--- src/rtl/core/nixie_scan_pwm_timer_core_defines.svh ---
// Assertion macros shared by the display scanner and PWM timer modules.
`ifndef NIXIE_SCAN_PWM_TIMER_CORE_DEFINES_SVH
`define NIXIE_SCAN_PWM_TIMER_CORE_DEFINES_SVH

// Checks a consequence in the same cycle as its condition.
`define NSPT_ASSERT_SAME(label, ante, cons) \
    label: assert property (@(posedge aclk) disable iff (!aresetn) (ante) |-> (cons)) \
        else $error("nspt assertion failed");

// Checks a consequence in the cycle after its condition.
`define NSPT_ASSERT_NEXT(label, ante, cons) \
    label: assert property (@(posedge aclk) disable iff (!aresetn) (ante) |=> (cons)) \
        else $error("nspt assertion failed");

`endif

--- src/rtl/core/nspt_pkg.sv ---
// Types and constants of the display scanner and PWM timer.
package nspt_pkg;

    localparam int ANODE_LINES = 4;

    localparam logic REQ_TICK  = 1'b0;
    localparam logic REQ_WRITE = 1'b1;

    localparam logic [2:0] CFG_PWM_PERIOD = 3'd0;
    localparam logic [2:0] CFG_PWM_DUTY   = 3'd1;
    localparam logic [2:0] CFG_MS_DIVIDE  = 3'd2;
    localparam logic [2:0] CFG_LIT_TICKS  = 3'd3;
    localparam logic [2:0] CFG_DARK_TICKS = 3'd4;

    localparam logic [15:0] RST_PWM_PERIOD = 16'd100;
    localparam logic [15:0] RST_PWM_DUTY   = 16'd0;
    localparam logic [7:0]  RST_MS_DIVIDE  = 8'd30;
    localparam logic [7:0]  RST_LIT_TICKS  = 8'd80;
    localparam logic [7:0]  RST_DARK_TICKS = 8'd40;

    typedef struct packed {
        logic [15:0] pwm_period;
        logic [15:0] pwm_duty;
        logic [7:0]  ms_divide;
        logic [7:0]  lit_ticks;
        logic [7:0]  dark_ticks;
    } cfg_t;

    typedef struct packed {
        logic       pwm_out;
        logic       ms_strobe;
        logic [3:0] anode_select;
        logic [3:0] bcd_code;
    } result_t;

endpackage

--- src/rtl/core/nspt_cfg_regs.sv ---
// Configuration registers of the display scanner and PWM timer.
module nspt_cfg_regs
    import nspt_pkg::*;
(
    input  logic        aclk,
    input  logic        aresetn,
    input  logic        wr_en,
    input  logic [2:0]  wr_index,
    input  logic [15:0] wr_data,
    output cfg_t        cfg
);

    cfg_t cfg_reg;

    always_ff @(posedge aclk) begin
        if (!aresetn) begin
            cfg_reg.pwm_period <= RST_PWM_PERIOD;
            cfg_reg.pwm_duty   <= RST_PWM_DUTY;
            cfg_reg.ms_divide  <= RST_MS_DIVIDE;
            cfg_reg.lit_ticks  <= RST_LIT_TICKS;
            cfg_reg.dark_ticks <= RST_DARK_TICKS;
        end else if (wr_en) begin
            case (wr_index)
                CFG_PWM_PERIOD: cfg_reg.pwm_period <= wr_data;
                CFG_PWM_DUTY:   cfg_reg.pwm_duty   <= wr_data;
                CFG_MS_DIVIDE:  cfg_reg.ms_divide  <= wr_data[7:0];
                CFG_LIT_TICKS:  cfg_reg.lit_ticks  <= wr_data[7:0];
                CFG_DARK_TICKS: cfg_reg.dark_ticks <= wr_data[7:0];
                default: begin
                end
            endcase
        end
    end

    assign cfg = cfg_reg;

endmodule

--- src/rtl/core/nspt_timers.sv ---
// PWM counter, millisecond divider, display phase counter and digit store.
`include "nixie_scan_pwm_timer_core_defines.svh"

module nspt_timers
    import nspt_pkg::*;
#(
    parameter int NUM_DIGITS = 4
)(
    input  logic       aclk,
    input  logic       aresetn,
    input  logic       step,
    input  logic       req_type,
    input  logic [1:0] digit_index,
    input  logic [3:0] digit_value,
    input  cfg_t       cfg,
    output result_t    result_next
);

    localparam int SCAN_W = $clog2(NUM_DIGITS);

    logic [15:0]       period_count_reg, period_count_next;
    logic [15:0]       duty_count_reg, duty_count_next;
    logic              pwm_level_reg, pwm_level_next;
    logic [7:0]        ms_count_reg, ms_count_next;
    logic [7:0]        phase_count_reg, phase_count_next;
    logic              in_dark_reg, in_dark_next;
    logic [SCAN_W-1:0] scan_index_reg, scan_index_next;
    logic [3:0]        select_reg, select_next;
    logic [3:0]        code_reg, code_next;
    logic [3:0]        digit_store_reg [NUM_DIGITS];

    logic [15:0]       period_dec;
    logic [15:0]       duty_dec;
    logic [7:0]        ms_dec;
    logic [7:0]        phase_dec;
    logic              strobe;
    logic [SCAN_W+1:0] write_index;
    logic              write_en;
    logic              is_tick;

    assign is_tick     = (req_type == REQ_TICK);
    assign period_dec  = period_count_reg - 16'd1;
    assign duty_dec    = duty_count_reg - 16'd1;
    assign ms_dec      = ms_count_reg - 8'd1;
    assign phase_dec   = phase_count_reg - 8'd1;
    assign write_index = {{SCAN_W{1'b0}}, digit_index};
    assign write_en    = step && (req_type == REQ_WRITE)
                         && (write_index < (SCAN_W + 2)'(NUM_DIGITS));

    always_comb begin
        period_count_next = period_count_reg;
        duty_count_next   = duty_count_reg;
        pwm_level_next    = pwm_level_reg;
        ms_count_next     = ms_count_reg;
        phase_count_next  = phase_count_reg;
        in_dark_next      = in_dark_reg;
        scan_index_next   = scan_index_reg;
        select_next       = select_reg;
        code_next         = code_reg;
        strobe            = 1'b0;
        if (is_tick) begin
            if (period_dec == 16'd0) begin
                period_count_next = cfg.pwm_period;
                if (cfg.pwm_duty == 16'd0) begin
                    pwm_level_next = 1'b0;
                end else begin
                    pwm_level_next  = 1'b1;
                    duty_count_next = cfg.pwm_duty;
                end
            end else begin
                period_count_next = period_dec;
                if (pwm_level_reg && (cfg.pwm_duty < cfg.pwm_period)) begin
                    duty_count_next = duty_dec;
                    if (duty_dec == 16'd0) begin
                        pwm_level_next = 1'b0;
                    end
                end
            end

            if (ms_dec == 8'd0) begin
                ms_count_next = cfg.ms_divide;
                strobe        = 1'b1;
            end else begin
                ms_count_next = ms_dec;
            end

            phase_count_next = phase_dec;
            if (phase_dec == 8'd0) begin
                if (in_dark_reg) begin
                    select_next      = 4'd0;
                    in_dark_next     = 1'b0;
                    phase_count_next = cfg.dark_ticks;
                end else begin
                    if ({{(32 - SCAN_W){1'b0}}, scan_index_reg} < 32'(ANODE_LINES)) begin
                        select_next = 4'b0001 << scan_index_reg;
                    end else begin
                        select_next = 4'd0;
                    end
                    code_next        = digit_store_reg[scan_index_reg];
                    in_dark_next     = 1'b1;
                    phase_count_next = cfg.lit_ticks;
                    if (scan_index_reg == SCAN_W'(NUM_DIGITS - 1)) begin
                        scan_index_next = '0;
                    end else begin
                        scan_index_next = scan_index_reg + SCAN_W'(1);
                    end
                end
            end
        end
    end

    always_ff @(posedge aclk) begin
        if (!aresetn) begin
            period_count_reg <= 16'd1;
            duty_count_reg   <= 16'd0;
            pwm_level_reg    <= 1'b0;
            ms_count_reg     <= RST_MS_DIVIDE;
            phase_count_reg  <= RST_LIT_TICKS;
            in_dark_reg      <= 1'b1;
            scan_index_reg   <= '0;
            select_reg       <= 4'd0;
            code_reg         <= 4'd0;
        end else if (step) begin
            period_count_reg <= period_count_next;
            duty_count_reg   <= duty_count_next;
            pwm_level_reg    <= pwm_level_next;
            ms_count_reg     <= ms_count_next;
            phase_count_reg  <= phase_count_next;
            in_dark_reg      <= in_dark_next;
            scan_index_reg   <= scan_index_next;
            select_reg       <= select_next;
            code_reg         <= code_next;
        end
    end

    always_ff @(posedge aclk) begin
        if (!aresetn) begin
            for (int i = 0; i < NUM_DIGITS; i++) begin
                digit_store_reg[i] <= 4'd0;
            end
        end else if (write_en) begin
            digit_store_reg[write_index[SCAN_W-1:0]] <= digit_value;
        end
    end

    assign result_next.pwm_out      = pwm_level_next;
    assign result_next.ms_strobe    = strobe;
    assign result_next.anode_select = select_next;
    assign result_next.bcd_code     = code_next;

    `NSPT_ASSERT_SAME(a_no_strobe_on_write, !is_tick, !strobe)
    `NSPT_ASSERT_NEXT(a_write_keeps_counters, step && !is_tick,
        $stable(period_count_reg) && $stable(ms_count_reg) && $stable(phase_count_reg))

endmodule

--- src/rtl/core/nixie_scan_pwm_timer_core.sv ---
// Top level of the multiplexed display scanner with PWM and millisecond divider.
//
// Usage: the s_ channel carries items, either a timer tick or a digit write
// (digit_index, digit_value). Each accepted item yields exactly one result item
// on the m_ channel: the PWM level, the millisecond strobe of that tick, the
// one-hot (or all-zero) anode select and the BCD code, all as they stand after the item.
// The cfg_ channel writes the five timing registers by index; it is always
// ready and is meant to be used only while no item is in flight.
// Order: an accepted item waits in the input register until the result
// register can take it, and the result register then captures its result;
// a stall on m_ready can hold the item in the input register.
// Throughput: one item per clock cycle while m_ready stays high; the counter
// update between the input register and the result register is a single pass.
// Reset: aresetn low for one edge restores the register defaults, empties
// both stages and clears the digit store.
// Stall: while m_ready is low the result is held; the input register still
// takes one more item, after which s_ready drops until the result is taken.
`include "nixie_scan_pwm_timer_core_defines.svh"

module nixie_scan_pwm_timer_core
    import nspt_pkg::*;
#(
    parameter int NUM_DIGITS = 4
)(
    input  logic        aclk,
    input  logic        aresetn,
    input  logic        s_valid,
    output logic        s_ready,
    input  logic        s_req_type,
    input  logic [1:0]  s_digit_index,
    input  logic [3:0]  s_digit_value,
    output logic        m_valid,
    input  logic        m_ready,
    output logic        m_pwm_out,
    output logic        m_ms_strobe,
    output logic [3:0]  m_anode_select,
    output logic [3:0]  m_bcd_code,
    input  logic        cfg_valid,
    output logic        cfg_ready,
    input  logic [2:0]  cfg_index,
    input  logic [15:0] cfg_data
);

    logic       in_valid_reg;
    logic       in_req_type_reg;
    logic [1:0] in_digit_index_reg;
    logic [3:0] in_digit_value_reg;
    logic       out_valid_reg;
    result_t    result_reg;
    result_t    result_next;
    cfg_t       cfg;
    logic       advance;

    assign cfg_ready = 1'b1;
    assign advance   = in_valid_reg && (!out_valid_reg || m_ready);
    assign s_ready   = !in_valid_reg || advance;

    nspt_cfg_regs u_cfg_regs (
        .aclk     (aclk),
        .aresetn  (aresetn),
        .wr_en    (cfg_valid && cfg_ready),
        .wr_index (cfg_index),
        .wr_data  (cfg_data),
        .cfg      (cfg)
    );

    nspt_timers #(
        .NUM_DIGITS (NUM_DIGITS)
    ) u_timers (
        .aclk        (aclk),
        .aresetn     (aresetn),
        .step        (advance),
        .req_type    (in_req_type_reg),
        .digit_index (in_digit_index_reg),
        .digit_value (in_digit_value_reg),
        .cfg         (cfg),
        .result_next (result_next)
    );

    always_ff @(posedge aclk) begin
        if (!aresetn) begin
            in_valid_reg <= 1'b0;
        end else if (s_ready) begin
            in_valid_reg <= s_valid;
        end
    end

    always_ff @(posedge aclk) begin
        if (s_valid && s_ready) begin
            in_req_type_reg    <= s_req_type;
            in_digit_index_reg <= s_digit_index;
            in_digit_value_reg <= s_digit_value;
        end
    end

    always_ff @(posedge aclk) begin
        if (!aresetn) begin
            out_valid_reg <= 1'b0;
        end else if (advance) begin
            out_valid_reg <= 1'b1;
        end else if (m_ready) begin
            out_valid_reg <= 1'b0;
        end
    end

    always_ff @(posedge aclk) begin
        if (advance) begin
            result_reg <= result_next;
        end
    end

    assign m_valid        = out_valid_reg;
    assign m_pwm_out      = result_reg.pwm_out;
    assign m_ms_strobe    = result_reg.ms_strobe;
    assign m_anode_select = result_reg.anode_select;
    assign m_bcd_code     = result_reg.bcd_code;

    `NSPT_ASSERT_NEXT(a_in_item_kept, in_valid_reg && !advance, in_valid_reg)
    `NSPT_ASSERT_NEXT(a_advance_fills_out, advance, out_valid_reg)
    `NSPT_ASSERT_SAME(a_select_onehot0, out_valid_reg, $onehot0(result_reg.anode_select))

endmodule

--- config.mk ---
export PLATFORM = sky130hd
export DESIGN_NAME = nixie_scan_pwm_timer_core
export DESIGN_NICKNAME = d
export VERILOG_FILES = /design/src/rtl/core/nspt_pkg.sv /design/src/rtl/core/nspt_cfg_regs.sv /design/src/rtl/core/nspt_timers.sv /design/src/rtl/core/nixie_scan_pwm_timer_core.sv
export VERILOG_INCLUDE_DIRS = /design/src /design/src/rtl/core
export SDC_FILE = /design/constraint.sdc
export NUM_CORES = 1
export LEC_CHECK = 0
export CAP_MARGIN = 5
export CORE_UTILIZATION = 45
export CTS_CLUSTER_SIZE = 24
export DETAILED_ROUTE_END_ITERATION = 16
export DONT_BUFFER_PORTS = 1
export GPL_TIMING_DRIVEN = 0
export PLACE_DENSITY = 0.62
export SYNTH_ARGS = -nofsm -noshare
export SYNTH_HDL_FRONTEND = slang
export SYNTH_SLANG_ARGS = --single-unit
--- constraint.sdc ---
create_clock -name aclk -period 7.3 [get_ports aclk]
set_input_delay 1.095 -clock aclk [delete_from_list [all_inputs] [get_ports aclk]]
set_output_delay 1.095 -clock aclk [all_outputs]
set_load 0.02 [all_outputs]
# After elaboration in Yosys (flattened, before gate mapping)
# Memories as Yosys holds them, arrays and structs flattened. A register that Yosys moved wholly into a read port is not among the register bits.
# Index checks and enable logic that the tools add are counted.
[classes] n_eq_ne=6 bitwise=2 shifts=1 n_reduce_logical=27 add_sub_neg=5 magnitude_cmp=2 n_mux=32
[op_table] op="two-way mux 16 bit" n=4
[op_table] op="zero test 16 bit" n=3
[op_table] op="subtractor 16 x 1 -> 16 bit (second input constant)" n=2
[op_table] op="two-way mux 4 bit" n=7
[op_table] op="two-way mux 8 bit" n=3
[op_table] op="zero test 8 bit" n=2
[op_table] op="less-than comparator 16 bit" n=1
[op_table] op="subtractor 8 x 1 -> 8 bit (second input constant)" n=2
[op_table] op="two-way mux 1 bit" n=14
[op_table] op="AND reduction 2 bit" n=6
[op_table] op="two-way mux 2 bit" n=4
[op_table] op="AND reduction 4 bit" n=2
[op_table] op="== test 3 x 2 -> 1 bit (second input constant)" n=2
[op_table] op="logical AND 1 bit" n=5
[op_table] op="nonzero test 2 bit" n=2
[op_table] op="OR reduction 4 bit" n=1
[op_table] op="left shift 1 x 2 -> 4 bit (first input constant)" n=1
[op_table] op="== test 3 x 1 -> 1 bit (second input constant)" n=1
[op_table] op="== test 3 bit (second input constant)" n=1
[op_table] op="zero test 3 bit" n=1
[op_table] op="less-than comparator 2 x 3 -> 1 bit (second input constant)" n=1
[op_table] op="AND reduction 3 bit" n=1
[op_table] op="adder 2 x 1 -> 2 bit (second input constant)" n=1
[op_table] op="== test 2 bit (second input constant)" n=1
[op_table] op="4 further kinds" n=7
[word_totals] word_cells=99 regBits=135 ramBits=16 mem_count=1 out_inout_bits=13
[mem_list] memory="u_timers.digit_store_reg" words=4 word_bits=4 rd=1 rd_ports_with_merged_regs=1 write_ports=4 line="nspt_timers.sv:30" source="logic [3:0] digit_store_reg [NUM_DIGITS];"

# Logic depth before layout (Yosys ltp)
[logic_depth] word_depth=10 depth_mapped=14 ltp_nobuf=10

# Modules after synthesis
# Synthesis repeated with hierarchy kept, for this count alone.
[unflattened] cells_unflattened=849 hier_area_um2=7905.1
[modules_own_cells] module="nspt_timers" n_inst=1 area_each_um2=5109.9 cells_each=610 seq_area_each_um2=1721.7
[modules_own_cells] module="nspt_cfg_regs" n_inst=1 area_each_um2=2169.6 cells_each=211 seq_area_each_um2=1121.1
[modules_own_cells] module="nixie_scan_pwm_timer_core" n_inst=1 area_each_um2=625.6 cells_each=28 seq_area_each_um2=550.5

# Least setup slack after synthesis
# No wires, ideal clock.
[synth_timing] kind="reg-to-reg" startpoint="register u_timers.period_count_reg[0]" endpoint="register u_timers.duty_count_reg[10]" arrival_time_ns=2.757 path_slack_ns=4.412 n_path_buf=4 t_required_ns=7.170 setup_time_ns=0.130 path_stages_with_launch=15 synth_period_minus_slack_ns=2.888 cell_sequence="dfxtp_1 clkbuf_1 inv_1 ha_1 buf_2 nor3_1 a31o_2 nand4_1 a2111oi_4 and2_1 buf_6 buf_2 nor2_1 o211ai_1 o31ai_1"
[synth_between] elab_chain_len=4 word_cells_on_any_way=6 cone_classes="add/sub: 1; eq/ne: 1; mux: 1; reduce/logical: 3"
[synth_lines] element="start: declaration" line="nspt_timers.sv:21" source="logic [15:0] period_count_reg, period_count_next;"
[synth_lines] element="start signal: assignment" line="nspt_timers.sv:124" source="period_count_reg <= period_count_next;"
[synth_lines] element="subtractor 16 x 1 -> 16 bit (*)" line="nspt_timers.sv:42" source="assign period_dec = period_count_reg - 16'd1;"
[synth_lines] element="zero test 16 bit (*)" line="nspt_timers.sv:62" source="if (period_dec == 16'd0) begin"
[synth_lines] element="!= test 2 bit (no source line) / nonzero test 2 bit (equally long branches)"
[synth_lines] element="AND reduction 4 bit (no source line)"
[synth_lines] element="end signal: assignment" line="nspt_timers.sv:125" source="duty_count_reg <= duty_count_next;"
[synth_lines] element="end: declaration" line="nspt_timers.sv:22" source="logic [15:0] duty_count_reg, duty_count_next;"
# Mark *: on every way between the ends. The rest lies on a longest branch, timed or not.
# A chain may end at the register's enable or synchronous reset.

# Final worst setup path
[layout_timing] startpoint="register u_timers.period_count_reg[1]" endpoint="register u_timers.duty_count_reg[1]"
# The elaborated chain is that of the path after synthesis.

==> summary.md <==
| Metric | Value |
|---|---|
| Outcome | finished clean |
| Number of global-route vias before repair | ~6300 |
| Syn Std Cell Area | between 7000 and 8000 um^2 |
| WP buf/inv | 4 |
| Delay-heaviest family, CP | simple AND/OR/NAND/NOR gates |
| I/O pin cnt | between 40 and 50 |
| Post-synth top flop | dfxtp_1 |
| Setup violators final | 0 |
| Worst Max-Slew Pin Slew | 0.993 ns |
| DR DRC count | 0 |
| Crit-path slowest cell | mux2i_1 |
| Fillers | around 1600 |
| Critical path required time | about 7.6 ns |
| Antenna Violating Nets Remaining | 0 |
| Largest net degree at the start of global routing | 20 |
| Setup bufs post-CTS | 0 |
| F_max | about 270 MHz |
| Final net count | 1021 |
| Resized Gates After CTS | 0 |
| Initial DRC count | 522 |
| Final setup TNS | 0 ns |
| Synthesized Nets | approximately 1000 |
| Die X | 134 um |
| Avg Inst Size Synth | 8.31 um^2 |
| CTS Buffer Depth | 2 |
| Synth warnings | 0 |
| P_leak | roughly 3.2 nW |
| Initial Util | 46.6% |
| CTS Sinks | between 150 and 200 |
| CTS Hold Buffers Added | 0 |
| Clock Latency Late Sink | about 0.45 ns |
| Share of layout cells above drive strength 1 | about 7.3% |
| First-pass GRT wire length | around 34000 um |
| Maximum VDD drop | 0.256 mV |
| Die height | ~130 um |
| P per Cell Area | around 350 nW/um^2 |
| Cell count after synthesis | 944 |
| MaxCap Viol Count | 0 |
| Vias/cell | roughly 5.7 |
| CP max stage delay | between 0.4 and 0.5 ns |
| Routed length per placed instance | about 18 um |
| Antenna diode count | 0 |
| DRT Pass-1 Iters | 6 |
| FF+latch area | between 3000 and 4000 um^2 |
| Tot GR Track Use | between 20% and 30% |
| Number of flops mapped to enable cells by yosys | 33 |
| Count of cell types in the netlist | 65 |
| H-tree depth | 4 |
| Root buffer cell | clkbuf_16 |
| Crit Path Max Fanout | 10 |
| Final hold vios | 0 |
| Num rows | between 40 and 50 |
| Initial antenna violation count | 0 |
| Sequential-to-total area share from yosys stat | between 40% and 50% |
| RSZ-0062 raised after global routing | no |
| Crit share post-route | between 50 and 60% |
| Slew Limit Headroom | between 30% and 40% |
| # port buffers | 0 |
| CORE AREA | approximately 17000 um^2 |
| CTS tree | yes |
| Fin area | 8710 um^2 |
| TritonCTS buffer count | 17 |
| Non-Filler Instances | roughly 1200 |
| Area occupied by multi-input gates | 4040 um^2 |
| Max FFs per register | 56 |
| Clock slew at reported path FFs | 0.07 ns |
| CP arrival | 4.03 ns |
| Placed cell areas | 8120 um^2 |
| Area grow syn2layout | 11.1% |
| Setup crit start kind | register |
| Crit-path cells | clkbuf_1, inv_1, ha_1, buf_2, nor3_1, a31o_2, nand4_1, a211oi_1, nand3b_2, mux2i_1, buf_4, mux2i_1, nor2_1 |
| Async set-reset flop share out of synthesis | 0% |
| Slew Limit Fails | 0 |
| Critical path type | reg2reg |
| Fin crit period | around 3.7 ns |
| Critical path capture point type | register |
| Die area | 18000 um^2 |
| Routed WL | between 20000 and 25000 um |
| Setup Skew | approximately 0.012 ns |
| Via count | approximately 6900 |
| Worst path most repeated cell | mux2i_1 |
| Final HPWL DP | ~16000 um |
| Inst Count DP | 1164 |
| GP Congestion | approximately 0.88 |
| Hold crit path type | reg2reg |
| Grt ovf | 0 |
| Number of synthesized register bits | 153 |
layout make-up:
class / count / area share, %
Sequential cell: 153 / 38.9
Buffer: 59 / 2.99
Clock buffer: 17 / 4.88
Tap cell: 220 / 3.16
Inverter: 41 / 1.77
Clock inverter: 15 / 1.94
Multi-Input combinational cell: 691 / 46.3
logic make-up (layout without fill, tap and decap cells):
| logic type | count (synthesis) | in the layout | share of synthesized area, % |
|---|---|---|---|
| multiplexers | 28 | 28 | 4.34 |
| AND/OR/NAND/NOR | 396 | 396 | 24.0 |
| other | 1 | 1 | 0.0478 |
| adder cells (fa/ha/maj) | 27 | 27 | 4.31 |
| buffers and inverters | 100 | 132 | 5.28 |
| XOR/XNOR | 10 | 10 | 1.12 |
| AO/OA/AOI/OAI | 229 | 229 | 17.6 |
| flip-flops | 153 | 153 | 43.3 |
cells in the final DEF (no fill, tap or decap), drive strengths merged, types with 6 or more instances in the layout:
| cell | n |
|---|---|
| a31oi | 8 |
| o22ai | 8 |
| o32ai | 9 |
| nor2 | 66 |
| nor2b | 11 |
| nor3 | 25 |
| mux2i | 16 |
| edfxtp | 33 |
| mux2 | 8 |
| nand2b | 7 |
| and2 | 8 |
| nand3 | 33 |
| inv | 52 |
| clkbuf | 59 |
| buf | 17 |
| nand3b | 7 |
| nand2 | 174 |
| o211ai | 10 |
| nand4 | 6 |
| or3 | 15 |
| o21ai | 41 |
| xor2 | 6 |
| ha | 27 |
| dfxtp | 120 |
| o21a | 7 |
| a21oi | 110 |
| nor4 | 18 |
Yosys cell counts (all sizes together), types with 7 or more instances:
| master | instances | area, um^2 |
|---|---|---|
| a21oi | 110 | 551 |
| a31oi | 8 | 50.1 |
| and2 | 8 | 50.1 |
| buf | 17 | 103 |
| clkbuf | 42 | 158 |
| dfxtp | 120 | 2400 |
| edfxtp | 33 | 991 |
| ha | 27 | 338 |
| inv | 41 | 154 |
| mux2 | 8 | 90.1 |
| mux2i | 16 | 160 |
| nand2 | 174 | 656 |
| nand2b | 7 | 43.8 |
| nand3 | 33 | 165 |
| nand3b | 7 | 56.3 |
| nor2 | 66 | 248 |
| nor2b | 11 | 68.8 |
| nor3 | 25 | 141 |
| nor4 | 18 | 113 |
| o211ai | 10 | 80.1 |
| o21a | 7 | 52.6 |
| o21ai | 41 | 205 |
| o22ai | 8 | 50.1 |
| o32ai | 9 | 78.8 |
| or3 | 15 | 93.8 |
per-layer routing:
| metal | global-route usage (%) | wire length [um] | vias to the layer above |
|---|---|---|---|
| met4 | 9.36 | 480 | 0 |
| met3 | 5.06 | 1450 | 43 |
| met5 | 0 | 0 | - |
| met1 | 34.4 | 10100 | 3232 |
| li1 | - | - | 3380 |
| met2 | 38.9 | 9660 | 210 |
worst min-delay path: stages, from the launching register on:
cell and delay [ns]:
dfxtp_1 0.31, nand2_1 0.05, a21oi_1 0.05
report_power, final:
part	internal, mW	leakage (nW)	switching (mW)	total (mW)
Clock	0.489	0.296	0.415	0.905
Combinational	0.433	1.62	0.795	1.23
Sequential	0.909	1.30	0.0450	0.954
Total	1.83	3.22	1.26	3.09
path summary, 6_finish.rpt:
kind / startpoint / endpoint / slack (ns) / cells after the start
worst max-delay path: u_timers.period_count_reg[1]$_SDFFE_PN0P_ / u_timers.duty_count_reg[1]$_SDFFE_PN0P_ / 3.58 / 13
worst min-delay path: u_cfg_regs.cfg[2]$_SDFFE_PN0P_ / u_cfg_regs.cfg[2]$_SDFFE_PN0P_ / 0.46 / 2
worst min register to register: u_cfg_regs.cfg[2]$_SDFFE_PN0P_ / u_cfg_regs.cfg[2]$_SDFFE_PN0P_ / 0.46 / 2
worst max register to register: u_timers.period_count_reg[1]$_SDFFE_PN0P_ / u_timers.duty_count_reg[1]$_SDFFE_PN0P_ / 3.58 / 13
per-stage QoR:
stage	util, %	hold slack, ns	total power, mW	setup WS (ns)
global placement	48.3	0.439	2.17	3.68
CTS	51.8	0.455	3.07	3.63
floorplan	-	0.430	1.86	4.41
finish	51.8	0.455	3.09	3.58
global route	51.8	0.472	3.24	3.27
detailed placement	48.3	0.444	2.18	3.65
Power figures use the tool's default switching activity.
